[src/rtl/core/bmmpq_pkg.sv]
// Shared types and codes for the bounded min/max priority queue.
package bmmpq_pkg;

    localparam int COUNT_W = 4;
    localparam int CAP_W   = 4;

    typedef logic [1:0] t_op;
    typedef logic [1:0] t_status;

    localparam t_op OP_INSERT     = 2'd0;
    localparam t_op OP_REMOVE_MIN = 2'd1;
    localparam t_op OP_REMOVE_MAX = 2'd2;
    localparam t_op OP_STATUS     = 2'd3;

    localparam t_status ST_OK        = 2'd0;
    localparam t_status ST_OVERFLOW  = 2'd1;
    localparam t_status ST_UNDERFLOW = 2'd2;

    localparam logic [CAP_W-1:0] CAPACITY_RESET = 4'd5;

    typedef struct packed {
        t_status status;
        logic    is_empty;
        logic    is_full;
    } t_flags;

endpackage

[src/rtl/core/bmmpq_store.sv]
// Sorted value array with count, plus next-state and result logic for one word.
module bmmpq_store #(
    parameter int DEPTH       = 8,
    parameter int VALUE_WIDTH = 32,
    localparam int CW         = $clog2(DEPTH + 1)
) (
    input  logic                            i_clk,
    input  logic                            i_rst_n,
    input  logic                            i_fire,
    input  bmmpq_pkg::t_op                  i_op,
    input  logic [VALUE_WIDTH-1:0]          i_value,
    input  logic [bmmpq_pkg::CAP_W-1:0]     i_capacity,
    output logic [VALUE_WIDTH-1:0]          o_moved,
    output bmmpq_pkg::t_flags               o_flags,
    output logic [CW-1:0]                   o_count,
    output logic [VALUE_WIDTH-1:0]          o_min,
    output logic [VALUE_WIDTH-1:0]          o_max
);

    localparam int IW    = (DEPTH > 1) ? $clog2(DEPTH) : 1;
    localparam int EXT_W = (CW > bmmpq_pkg::CAP_W) ? CW : bmmpq_pkg::CAP_W;

    logic [VALUE_WIDTH-1:0] r_cell [DEPTH];
    logic [VALUE_WIDTH-1:0] n_cell [DEPTH];
    logic [VALUE_WIDTH-1:0] r_max;
    logic [VALUE_WIDTH-1:0] n_max;
    logic [CW-1:0]          r_count;
    logic [CW-1:0]          n_count;
    logic [DEPTH-1:0]       lt;

    logic                   ins_ok;
    logic                   rem_min_ok;
    logic                   rem_max_ok;
    logic                   full_now;
    bmmpq_pkg::t_status     flag_status;
    logic [EXT_W-1:0]       cap_ext;
    logic [EXT_W-1:0]       count_ext;
    logic [EXT_W-1:0]       n_count_ext;
    logic [CW-1:0]          below_top;
    logic [VALUE_WIDTH-1:0] second_max;

    assign cap_ext     = EXT_W'(i_capacity);
    assign count_ext   = EXT_W'(r_count);
    assign n_count_ext = EXT_W'(n_count);
    assign full_now    = (count_ext >= cap_ext) || (r_count == CW'(DEPTH));

    always_comb begin
        ins_ok      = 1'b0;
        rem_min_ok  = 1'b0;
        rem_max_ok  = 1'b0;
        flag_status = bmmpq_pkg::ST_OK;
        unique case (i_op)
            bmmpq_pkg::OP_INSERT: begin
                ins_ok = !full_now;
                if (full_now) begin
                    flag_status = bmmpq_pkg::ST_OVERFLOW;
                end
            end
            bmmpq_pkg::OP_REMOVE_MIN: begin
                rem_min_ok = (r_count != '0);
                if (r_count == '0) begin
                    flag_status = bmmpq_pkg::ST_UNDERFLOW;
                end
            end
            bmmpq_pkg::OP_REMOVE_MAX: begin
                rem_max_ok = (r_count != '0);
                if (r_count == '0) begin
                    flag_status = bmmpq_pkg::ST_UNDERFLOW;
                end
            end
            default: begin
            end
        endcase
    end

    // Cells holding a value greater than the new one; monotonic over the held range.
    always_comb begin
        for (int i = 0; i < DEPTH; i++) begin
            lt[i] = (CW'(i) < r_count) && ($signed(i_value) < $signed(r_cell[i]));
        end
    end

    genvar g;
    generate
        for (g = 0; g < DEPTH; g++) begin : g_cell
            logic [VALUE_WIDTH-1:0] below;
            logic [VALUE_WIDTH-1:0] above;
            logic                   lt_below;

            if (g == 0) begin : g_first
                assign below    = '0;
                assign lt_below = 1'b0;
            end else begin : g_rest
                assign below    = r_cell[g-1];
                assign lt_below = lt[g-1];
            end

            if (g == DEPTH - 1) begin : g_top
                assign above = r_cell[g];
            end else begin : g_lower
                assign above = r_cell[g+1];
            end

            assign n_cell[g] =
                ins_ok ? (lt_below ? below :
                          ((lt[g] || (CW'(g) == r_count)) ? i_value : r_cell[g])) :
                rem_min_ok ? above : r_cell[g];

            always_ff @(posedge i_clk) begin
                if (i_fire) begin
                    r_cell[g] <= n_cell[g];
                end
            end
        end
    endgenerate

    // Next-largest value, read only when two or more are held.
    assign below_top  = r_count - CW'(2);
    assign second_max = (r_count >= CW'(2)) ? r_cell[below_top[IW-1:0]] : r_max;

    always_comb begin
        n_count = r_count;
        n_max   = r_max;
        if (ins_ok) begin
            n_count = r_count + CW'(1);
            if ((r_count == '0) || ($signed(i_value) >= $signed(r_max))) begin
                n_max = i_value;
            end
        end else if (rem_min_ok) begin
            n_count = r_count - CW'(1);
        end else if (rem_max_ok) begin
            n_count = r_count - CW'(1);
            n_max   = second_max;
        end
    end

    always_ff @(posedge i_clk) begin
        if (!i_rst_n) begin
            r_count <= '0;
        end else if (i_fire) begin
            r_count <= n_count;
        end
    end

    always_ff @(posedge i_clk) begin
        if (i_fire) begin
            r_max <= n_max;
        end
    end

    assign o_moved = ins_ok     ? i_value   :
                     rem_min_ok ? r_cell[0] :
                     rem_max_ok ? r_max     : '0;

    assign o_count = n_count;
    assign o_flags = '{status:   flag_status,
                       is_empty: (n_count == '0),
                       is_full:  (n_count_ext >= cap_ext) || (n_count == CW'(DEPTH))};
    assign o_min   = (n_count == '0) ? '1 : n_cell[0];
    assign o_max   = (n_count == '0) ? '1 : n_max;

endmodule

[src/rtl/core/bounded_min_max_priority_queue.sv]
// Top level of the bounded min/max priority queue: request and result registers.
// Path of a request word: request register, single-pass array update, result register.
// Throughput: one request word per cycle; only a stalled result side holds the input.
// Reset: synchronous, active low; empties the queue, drops words in flight and
// sets the capacity register to five.
module bounded_min_max_priority_queue #(
    parameter int DEPTH       = 8,
    parameter int VALUE_WIDTH = 32
) (
    input  logic                             i_clk,
    input  logic                             i_rst_n,
    // request channel
    input  logic                             i_in_valid,
    output logic                             o_in_stall,
    input  logic [1:0]                       i_opcode,
    input  logic signed [VALUE_WIDTH-1:0]    i_value_in,
    // result channel
    output logic                             o_out_valid,
    input  logic                             i_out_stall,
    output logic signed [VALUE_WIDTH-1:0]    o_value_out,
    output logic [1:0]                       o_status,
    output logic [bmmpq_pkg::COUNT_W-1:0]    o_count,
    output logic                             o_is_empty,
    output logic                             o_is_full,
    output logic signed [VALUE_WIDTH-1:0]    o_min_value,
    output logic signed [VALUE_WIDTH-1:0]    o_max_value,
    // capacity register write channel
    input  logic                             i_cfg_valid,
    output logic                             o_cfg_ready,
    input  logic [bmmpq_pkg::CAP_W-1:0]      i_cfg_data
);

    localparam int CW    = $clog2(DEPTH + 1);
    localparam int EXT_W = (CW > bmmpq_pkg::COUNT_W) ? CW : bmmpq_pkg::COUNT_W;

    // Capacity register; always ready. The user must write it only while idle; the block does not enforce this.
    logic [bmmpq_pkg::CAP_W-1:0] r_capacity;

    // Request register.
    logic                   r_in_valid;
    bmmpq_pkg::t_op         r_in_op;
    logic [VALUE_WIDTH-1:0] r_in_value;

    // Result register.
    logic                   r_out_valid;
    logic [VALUE_WIDTH-1:0] r_out_value;
    bmmpq_pkg::t_flags      r_out_flags;
    logic [CW-1:0]          r_out_count;
    logic [VALUE_WIDTH-1:0] r_out_min;
    logic [VALUE_WIDTH-1:0] r_out_max;

    // Combinational result of the word in the request register.
    logic [VALUE_WIDTH-1:0] res_moved;
    bmmpq_pkg::t_flags      res_flags;
    logic [CW-1:0]          res_count;
    logic [VALUE_WIDTH-1:0] res_min;
    logic [VALUE_WIDTH-1:0] res_max;

    logic                   out_adv;
    logic                   fire;
    logic                   in_adv;
    logic [EXT_W-1:0]       count_ext;

    // The result register frees up when empty or when its word is taken; the
    // request word executes (and commits to the array) exactly then.
    assign out_adv    = !r_out_valid || !i_out_stall;
    assign fire       = r_in_valid && out_adv;
    assign in_adv     = !r_in_valid || fire;
    assign o_in_stall = !in_adv;

    assign o_cfg_ready = 1'b1;

    always_ff @(posedge i_clk) begin
        if (!i_rst_n) begin
            r_capacity <= bmmpq_pkg::CAPACITY_RESET;
        end else if (i_cfg_valid) begin
            r_capacity <= i_cfg_data;
        end
    end

    // Hold the request while the result side is blocked; advance otherwise.
    always_ff @(posedge i_clk) begin
        if (!i_rst_n) begin
            r_in_valid <= 1'b0;
        end else if (in_adv) begin
            r_in_valid <= i_in_valid;
        end
    end

    always_ff @(posedge i_clk) begin
        if (in_adv && i_in_valid) begin
            r_in_op    <= i_opcode;
            r_in_value <= i_value_in;
        end
    end

    bmmpq_store #(
        .DEPTH       (DEPTH),
        .VALUE_WIDTH (VALUE_WIDTH)
    ) u_store (
        .i_clk      (i_clk),
        .i_rst_n    (i_rst_n),
        .i_fire     (fire),
        .i_op       (r_in_op),
        .i_value    (r_in_value),
        .i_capacity (r_capacity),
        .o_moved    (res_moved),
        .o_flags    (res_flags),
        .o_count    (res_count),
        .o_min      (res_min),
        .o_max      (res_max)
    );

    // Capture the result word as the array commits; drop valid once it is taken.
    always_ff @(posedge i_clk) begin
        if (!i_rst_n) begin
            r_out_valid <= 1'b0;
        end else if (out_adv) begin
            r_out_valid <= r_in_valid;
        end
    end

    always_ff @(posedge i_clk) begin
        if (fire) begin
            r_out_value <= res_moved;
            r_out_flags <= res_flags;
            r_out_count <= res_count;
            r_out_min   <= res_min;
            r_out_max   <= res_max;
        end
    end

    // Count port is four bits wide whatever the depth.
    assign count_ext = EXT_W'(r_out_count);

    assign o_out_valid = r_out_valid;
    assign o_value_out = r_out_value;
    assign o_status    = r_out_flags.status;
    assign o_count     = count_ext[bmmpq_pkg::COUNT_W-1:0];
    assign o_is_empty  = r_out_flags.is_empty;
    assign o_is_full   = r_out_flags.is_full;
    assign o_min_value = r_out_min;
    assign o_max_value = r_out_max;

    // A rejected insert only happens against a full queue.
    a_overflow_full : assert property (@(posedge i_clk) disable iff (!i_rst_n)
        (r_out_valid && (r_out_flags.status == bmmpq_pkg::ST_OVERFLOW))
            |-> r_out_flags.is_full)
        else $error("overflow reported while queue not full");

    // A failed removal only happens against an empty queue.
    a_underflow_empty : assert property (@(posedge i_clk) disable iff (!i_rst_n)
        (r_out_valid && (r_out_flags.status == bmmpq_pkg::ST_UNDERFLOW))
            |-> r_out_flags.is_empty)
        else $error("underflow reported while queue not empty");

    // The array stays sorted, so the reported minimum never exceeds the maximum.
    a_min_le_max : assert property (@(posedge i_clk) disable iff (!i_rst_n)
        (r_out_valid && !r_out_flags.is_empty)
            |-> ($signed(r_out_min) <= $signed(r_out_max)))
        else $error("minimum above maximum");

    // The held count never passes the array depth.
    a_count_bound : assert property (@(posedge i_clk) disable iff (!i_rst_n)
        r_out_valid |-> (r_out_count <= CW'(DEPTH)))
        else $error("count beyond depth");

endmodule

[config.mk]
export PLATFORM = sky130hd
export DESIGN_NAME = bounded_min_max_priority_queue
export DESIGN_NICKNAME = d
export VERILOG_FILES = /design/src/rtl/core/bmmpq_pkg.sv /design/src/rtl/core/bmmpq_store.sv /design/src/rtl/core/bounded_min_max_priority_queue.sv
export SDC_FILE = /design/constraint.sdc
export NUM_CORES = 1
export LEC_CHECK = 0
export BUFFER_PORTS_ARGS = -buffer_cell sky130_fd_sc_hd__buf_4
export CORE_UTILIZATION = 45
export CTS_CLUSTER_SIZE = 12
export DETAILED_ROUTE_END_ITERATION = 8
export GPL_TIMING_DRIVEN = 0
export HOLD_SLACK_MARGIN = 0.02
export RECOVER_POWER = 25
export SLEW_MARGIN = 20
export SYNTH_ARGS = -nofsm -noshare
export SYNTH_HDL_FRONTEND = slang
export SYNTH_SLANG_ARGS = --single-unit
[constraint.sdc]
create_clock -name i_clk -period 15.19 [get_ports i_clk]
set_input_delay 0 -clock i_clk [delete_from_list [all_inputs] [get_ports i_clk]]
set_output_delay 0 -clock i_clk [all_outputs]
set_load 0.05 [all_outputs]
* Yosys cells after proc, flatten, opt, wreduce, memory -nomap -nowiden
Memory sizes are Yosys's and may differ from the RTL's.
Cells that the tools add are included.
** Operators by class
- Reduce and logical (&&, ||, !) cells :: 33
- Magnitude comparators :: 20
- Muxes and demuxes :: 49
- Add/subtract/negate cells :: 3
- Eq/ne operators :: 11
** Operators with widths (number)
- $mux W32 :: 38
- $lt A32 B32 Y1 :: 8
- $ge A32 B32 Y1 :: 1
- $eq A3 B4 Y1 const A :: 4
- $lt A3 B4 Y1 const A :: 4
- $logic_or A1 B1 Y1 :: 13
- $mux W4 :: 3
- $logic_and A1 B1 Y1 :: 10
- $eq A2 B4 Y1 const A :: 2
- $eq A4 B4 Y1 const B :: 2
- $ge A4 B4 Y1 :: 2
- $logic_not A4 Y1 :: 2
- $lt A1 B4 Y1 const A :: 2
- $lt A2 B4 Y1 const A :: 2
- $mux W1 :: 6
- $logic_not A1 Y1 :: 5
- $add A4 B1 Y4 const B :: 1
- $eq A1 B4 Y1 const A :: 1
- $ge A4 B2 Y1 const B :: 1
- $pmux W2 S2 :: 1
- $reduce_bool A4 Y1 :: 1
- $sub A4 B1 Y4 const B :: 1
- $sub A3 B2 Y3 const B :: 1
- $eq A2 B1 Y1 const B :: 1
- other kinds (4) :: 4
** Storage, ports and cells
- Register bits :: 180
- Memory bits (writable) :: 256
- Memories :: 1
** Memory list
- u_store.r_cell :: depth 8, width 32, read ports 9, clocked after memory_dff 0, wr ports 8, RTL line bmmpq_store.sv:23 : logic [VALUE_WIDTH-1:0] r_cell [DEPTH];

* Logic depth before layout (Yosys ltp)
Gate-level depths: netlist of run 1.
- Depth in word-level cells :: 7
- Mapped depth :: 15

* By module
From an unflattened synthesis of run 1, not the netlist that was laid out.
** Second synthesis, totals
- Cells, all modules :: 2656
- Area, all modules :: 28847.7 µm²
** By module, submodules not included
- bmmpq_store :: instances 1, cells an instance 2495, seq. area each 8728.4 µm², area each 24457.2 µm²
- bounded_min_max_priority_queue :: instances 1, cells an instance 161, seq. area each 4264.1 µm², area each 4390.5 µm²

* Least setup slack after synthesis of run 1
No wires, ideal clock.
- Path kind :: register to register
- Start point :: register r_out_valid, in the netlist o_out_valid
- End point :: memory u_store.r_cell[3][0] (enable)
- Path slack :: 8.176 ns
- Cell stages (with the launch flop) :: 6
- Period minus slack after synthesis :: 7.014 ns
- Arrival time :: 6.573 ns
- Data required time :: 14.749 ns
- Path through :: dfxtp_1 > nand2_1 > nand2_1 > inv_1 > nand2_1 > a31oi_1
** RTL lines
- from (decl) :: RTL line bounded_min_max_priority_queue.sv:45 : logic r_out_valid;
- from (signal assigned) :: RTL line bounded_min_max_priority_queue.sv:119 : r_out_valid <= r_in_valid;
- to (decl) :: RTL line bmmpq_store.sv:23

==> results of run 1 <==
layout by cell type, fill, tap and decap left out, types with 51 or more instances in the layout:
| master | instances |
|---|---|
| o21ai_0 | 165 |
| o221ai_1 | 95 |
| dlygate4sd3_1 | 51 |
| a21oi_1 | 130 |
| mux4_2 | 64 |
| clkbuf_1 | 262 |
| mux2i_1 | 72 |
| nor2_1 | 146 |
| inv_1 | 301 |
| nand3_1 | 146 |
| ha_1 | 301 |
| edfxtp_1 | 426 |
| clkbuf_16 | 59 |
| nand2_1 | 287 |
timing repair:
item                      in CTS  in global routing
resized for setup              0                  0
hold endpoints to repair      78                  0
hold buffers                  51                  0
worst max path at each step:
stage,start,to,depth (start not counted)
after floorplan,o_out_valid,u_store.r_cell[3][0],5
after global placement,o_out_valid,u_store.r_cell[1][18],5
after detailed placement,u_store.count_ext[1],u_store.r_cell[4][16],14
after CTS,u_store.count_ext[1],u_store.r_cell[4][11],14
after global routing,u_store.count_ext[1],u_store.r_cell[4][11],14
final,u_store.count_ext[1],u_store.r_cell[4][11],14
state kept, by name, summed over array words and instances (netlist names):
signal	cells
o_status	2
r_in_op	2
u_store.r_max	32
o_max_value	32
r_in_value	32
o_is_empty	1
o_out_valid	1
r_in_valid	1
o_min_value	32
o_is_full	1
o_value_out	32
u_store.r_cell	256
u_store.count_ext	4
o_count	4
r_capacity	4
cells by family after synthesis:
logic type / after synthesis / synth area share [%]
other: 1 / 0.01285
DFF: 436 / 44.54
buffers and inverters: 503 / 6.772
AOI/OAI and AO/OA: 685 / 16.13
muxes: 142 / 7.690
and+or+nand+nor: 755 / 11.83
xor gates and xnor gates: 3 / 0.1158
adders and majority gates: 301 / 12.91
final cells by class:
class	instances	area [um^2]	area share (%)
Tap cell	846	1059	3.125
Inverter	304	1147	3.387
Multi-Input combinational cell	1887	14320	42.29
Buffer	199	832.0	2.457
Clock inverter	31	365.4	1.079
Timing Repair Buffer	218	1645	4.858
Sequential cell	436	12990	38.36
Clock buffer	66	1503	4.436
Antenna cell	2	5.005	0.01478
power by group through the flow:
stage          Clock (uW)  Combinational (uW)  Sequential (uW)
4_1_cts              1400                 606             1440
3_5_place_dp            0                 592             1470
6_report             1400                 606             1440
2_1_floorplan           0                 305             1500
3_3_place_gp            0                 567             1470
5_1_grt              1450                 639             1450
layer usage:
layer,vias up,part of all wire (%),GRT usage (%)
met5,-,0,0
met4,0,6.4,21.21
met3,454,11,9.747
met2,1865,44,59.03
met1,12806,38,49.10
li1,11194,-,-
stage by stage:
step                utilization [%]  total power, uW  worst slack (ns)  hold slack (ns)  instances
finish                        53.31             3452             8.610           0.1083       3989
global route                  53.30             3535             8.578           0.1040       3987
detailed placement            50.30             2057             8.925           0.1793       3838
floorplan                         -             1809             8.176          0.09887       2826
global placement              49.30             2040             3.874           0.1783       3818
CTS                           54.04             3448             8.887          0.06999       3986
==> impl_metrics.toml, run 1 <==
[power]
p_switching_uw = 1036
pwr_density_cell_nw_per_um2 = 101.9
p_int_uw = 2416
clockPowerShare_pct = 40.6
comb_power_share_pct = 17.5
leakage_uw = 0.01352
p_seq_share_pct = 41.9
ir_worst_vdd_mv = 0.08061
switching_share_pct = 30.02

[global_route]
grt_pass1_vias = 25773
antenna_found_initial = 1
grt_start_max_net_pins = 73
grt_usage_pct = 38.30
gr-total-overflow = 0
grt_first_pass_wirelength_um = 181200

[clock_network]
cts-root-buf = "clkbuf_16"
cts_setup_buffers = 0
cts_buffers = 54
insertion_delay_ns = 0.64
ctsHtreeMaxLevel = 2
cts.clk_slew.worst_paths_ns = 0.06
clockBufferDepth = 3
cts.sink_count = 436
cts_tree = "built"

[timing]
rsz0062_at_grt = "no"
finalCritPeriodShare_pct = 43.32
finalSetupViolCount = 0
slew_headroom_pct = -153.0
timing.fmax_mhz = 152.0
worst_slew_pin_slew_ns = 3.795
final.setup.tns_ns = 0
hold_viol_final = 0
finClkSkew_ns = 0.03405
drv_slew = 179
period_needed_ns = 6.580

[outcome]
violations = "capacitance limit, slew limit"
status = "finished with violations"

[route]
avgRoutedWirePerCell_um = 32.13
drc = 0
vias = 26319
dr.pass1.iters = 6
drt-initial-drc-count = 3008
postRouteAntennaNets = 0
wl_um = 128200
via_per_inst = 6.598

[yosys]
synth_area_leader_cell = "edfxtp_1"
netlist_area_um2 = 29170
ys_seq_area_share_pct = 44.54
ys_types = 71
synthesis.nets = 3170
ys.flop_type = "edfxtp_1"
syn-instance-count = 2826
ys_seq_elements = 436
yosys_warnings = 0
synth_edf_count = 426
synth_common_cells = "426 x edfxtp_1, 302 x inv_1, 301 x ha_1"
avgSynthCellArea_um2 = 10.32
synth_top_area_share_pct = 43.85
synthArstFlopShare_pct = 0
synthTopCellsByArea = "edfxtp_1 44%, ha_1 13%, mux4_2 4.9%"
synth_most_common_cell = "edfxtp_1"

[setup_path]
crit_fanout = 14
crit_path_cell_trace = "clkbuf_1 -> inv_1 -> clkbuf_2 -> ha_1 -> nand2_1 -> and2_1 -> clkbuf_1 -> or2_2 -> clkbuf_1 -> clkbuf_1 -> nand3_1 -> o22ai_4 -> buf_16 -> buf_16"
cp_slowest_cell = "clkbuf_1"
timing.rr.end = "u_store.r_cell[4][11]"
worstPathRequired_ns = 15.51
max_stage_delay_ns = 0.74
r2r_start = "u_store.count_ext[1]"
cp_common_cell = "clkbuf_1"
crit_type = "flop to flop"
crit_path_end_kind = "flop"
cp_top_family = "buffers and inverters"
cp-start-kind = "flop"
r2r_slack_ns = 8.61
cp.arrival_ns = 6.90
crit_buf_inv = 8
r2r_cells = 14

[placed_design]
port_buffers = 146
gp_routability_congestion = 1.004
place_area_um2 = 31960
hpwl_um = 93950

[cells_and_area]
finalInstanceArea_um2 = 33870
drive_gt1_share_pct = 9.647
fill_cells = 5834
syn_to_final_growth_pct = 16.11
fin_nets = 3444

[min_path]
holdPathEnd = "r_in_value[3]"
whs_path_depth = 2
min_path_type = "primary input to flop"
hp-start = "i_value_in[3]"

[die]
die_w_um = 256.6
coreArea_um2 = 63540
floorplan.die_area_um2 = 65850
std_cell_rows = 92
ios = 150
start_util_pct = 45.91
die_h_um = 256.6

[flow_run]
drv_cap = 3
(Power assumes the default switching activity.)
==> run 2: changes to the inputs <==
--- a/config.mk
+++ b/config.mk
@@ -5,6 +5,7 @@
 export SDC_FILE = /design/constraint.sdc
 export NUM_CORES = 1
 export LEC_CHECK = 0
+export ABC_AREA = 1
 export BUFFER_PORTS_ARGS = -buffer_cell sky130_fd_sc_hd__buf_4
 export CORE_UTILIZATION = 45
 export CTS_CLUSTER_SIZE = 12
==> constraint.sdc (replaced) <==
create_clock -name i_clk -period 5.3 [get_ports i_clk]
set_input_delay 0 -clock i_clk [delete_from_list [all_inputs] [get_ports i_clk]]
set_output_delay 0 -clock i_clk [all_outputs]
set_load 0.05 [all_outputs]
==> impl_metrics.toml, run 2 <==
[cells_and_area]
final_cell_mix = "1141 x nand2_1, 426 x edfxtp_1, 380 x inv_1, 378 x nand3_1, 307 x o21ai_0"
num_antenna_cells = 0
drive_gt1_share_pct = 6.063
finalInstanceArea_um2 = 36050
final_common_cell = "nand2_1"
top_register = "u_store.r_cell"
fin_nets = 4626
largest_register_ffs = 256
syn_to_final_growth_pct = 13.44

[global_route]
antenna_found_initial = 2
grt_usage_pct = 32.59
grt_first_pass_wirelength_um = 174500
gr-total-overflow = 0
grt_pass1_vias = 28622
grt_start_max_net_pins = 35

[yosys]
yosys_warnings = 0
synth_area_leader_cell = "edfxtp_1"
synthTopCellsByArea = "edfxtp_1 40%, nand2_1 13%, ha_1 12%"
synth_edf_count = 426
synthesis.nets = 4363
ys_types = 42
synth_top_area_share_pct = 40.26
synth_common_cells = "1141 x nand2_1, 426 x edfxtp_1, 384 x inv_1"
ys_seq_elements = 436
netlist_area_um2 = 31780
syn-instance-count = 4019
avgSynthCellArea_um2 = 7.907
synthArstFlopShare_pct = 0
synth_most_common_cell = "nand2_1"
ys.flop_type = "edfxtp_1"
ys_seq_area_share_pct = 40.89

[setup_path]
crit_fanout = 14
crit_path_cell_trace = "buf_2 -> clkinv_1 -> clkbuf_2 -> ha_1 -> clkinv_1 -> clkbuf_2 -> o21ai_0 -> a21oi_1 -> o311ai_1 -> o21ai_0 -> nand2_1 -> nand3_2"
crit_path_end_kind = "flop"
worstPathRequired_ns = 5.67
cp.arrival_ns = 5.51
cp_slowest_cell = "o311ai_1"
crit_type = "flop to flop"
max_stage_delay_ns = 0.72
cp-start-kind = "flop"

[clock_network]
cts-root-buf = "clkbuf_16"
cts.sink_count = 436
insertion_delay_ns = 0.62
cts.clk_slew.worst_paths_ns = 0.06
cts_tree = "built"
clockBufferDepth = 3
ctsHtreeMaxLevel = 2
cts_buffers = 52

[die]
std_cell_rows = 97
die_w_um = 267.7
ios = 150
coreArea_um2 = 69910
start_util_pct = 45.46
die_h_um = 267.7
floorplan.die_area_um2 = 71680

[outcome]
violations = "capacitance limit, slew limit"
status = "finished with violations"

[power]
comb_power_share_pct = 28.4
p_switching_uw = 3960
ir_worst_vdd_mv = 0.2430
switching_share_pct = 36.18
p_seq_share_pct = 38.9
pwr_density_cell_nw_per_um2 = 303.7
p_int_uw = 6987
leakage_uw = 0.01615
clockPowerShare_pct = 32.6
finalPower_uw = 10950

[timing]
drv_slew = 28
hold_viol_final = 0
finClkSkew_ns = 0.02933
finalSetupViolCount = 0
rsz0062_at_grt = "no"
finalCritPeriodShare_pct = 97.03
period_needed_ns = 5.143
timing.fmax_mhz = 194.5
final.setup.tns_ns = 0
slew_headroom_pct = -1.299
finalWorstSetupSlack_ns = 0.1575
worst_slew_pin_slew_ns = 1.519
hold_ws_ns = 0.1179

[route]
postRouteAntennaNets = 0
drc = 0
top_layer = "met4"
via_per_inst = 5.695
wl_met2_um = 51500
route.met3.wl_um = 10900
drt-initial-drc-count = 2998
dr.pass1.iters = 6
avgRoutedWirePerCell_um = 22.36
vias = 29959
drt-met1-wl_um = 51390
wl_um = 117700

[placed_design]
place_area_um2 = 34370
port_buffers = 148
place_ws_ns = -0.008409
hpwl_um = 95110
gp_routability_congestion = 0.9686

[min_path]
min_path_type = "primary input to flop"

[flow_run]
drv_cap = 1
## run 2: cell types whose count changed after synthesis, moves of 63 or more
| cell | previous run | this run |
|---|---|---|
| nor2_1 | 146 | 83 |
| mux2i_1 | 72 | 0 |
| o21ai_0 | 165 | 307 |
| nand2_1 | 287 | 1141 |
| o221ai_1 | 95 | 0 |
| nand3_1 | 146 | 378 |
| nand4_1 | 43 | 249 |
| a21oi_1 | 130 | 272 |
| mux4_2 | 64 | 0 |
| inv_1 | 302 | 384 |
## run 2: area by class of cell
cell class,count,area (um^2)
inverters,429,1612
plain buffers,243,1025
well taps,940,1176
flip-flops and latches,436,12990
fillers,7031,33860
clock buffers,69,1436
clock inverters,24,205.2
multi-input cells,2911,16200
repair buffers,209,1406
## run 2: layer usage
metal,global-route usage (%),up-vias
met2,50.64,1295
met1,46.12,13970
met4,10.32,0
li1,-,14501
met3,5.516,193
met5,0,-
## run 2: worst max-delay path, delay by kind of cell (launching register included)
family / cells / cell delay [ns]
compound gates: 4 / 1.23
fa+ha+maj: 1 / 0.43
buf+inv: 5 / 2.50
flops: 1 / 0.46
simple gates: 2 / 0.24
## run 2: logic make-up after synthesis
family | after synthesis | share of synthesized area (%)
and+or+nand+nor | 1925 | 27.40
DFF | 436 | 40.89
buffers and inverters | 672 | 8.277
other | 1 | 0.01180
AOI/OAI and AO/OA | 680 | 11.47
xor gates and xnor gates | 4 | 0.1103
adders and majority gates | 301 | 11.85
## run 2: what timing repair did
action	CTS	global route
gates resized for setup	1	22
setup endpoints to repair	1	155
pin swaps	0	2
hold buffers	48	0
hold endpoints to repair	48	0
buffers inserted	0	2
## run 2: per-stage QoR
stage          std cells  utilization, %
5_1_grt             5261           51.57
6_report            5261           51.57
3_3_place_gp        5107           48.75
4_1_cts             5259           52.20
3_5_place_dp        5118           49.16
2_1_floorplan       4019               -
## run 2: worst paths after layout
kind | from | to | slack [ns] | cells past startpoint
worst min-delay path | i_value_in[21] | r_in_value[21] | 0.12 | 2
worst min register to register | r_in_valid | o_out_valid | 0.49 | 2
worst max register to register | u_store.count_ext[1] | o_max_value[24] | 0.16 | 12
worst max-delay path | u_store.count_ext[1] | o_max_value[24] | 0.16 | 12
## run 2: power by group through the flow
stage / Clock, uW / Combinational [uW] / Sequential (uW)
after global routing: 3730 / 3390 / 4280
after detailed placement: 0 / 3080 / 4330
final: 3570 / 3110 / 4260
after global placement: 0 / 3010 / 4340
after floorplan: 0 / 1810 / 4510
after CTS: 3620 / 3120 / 4260
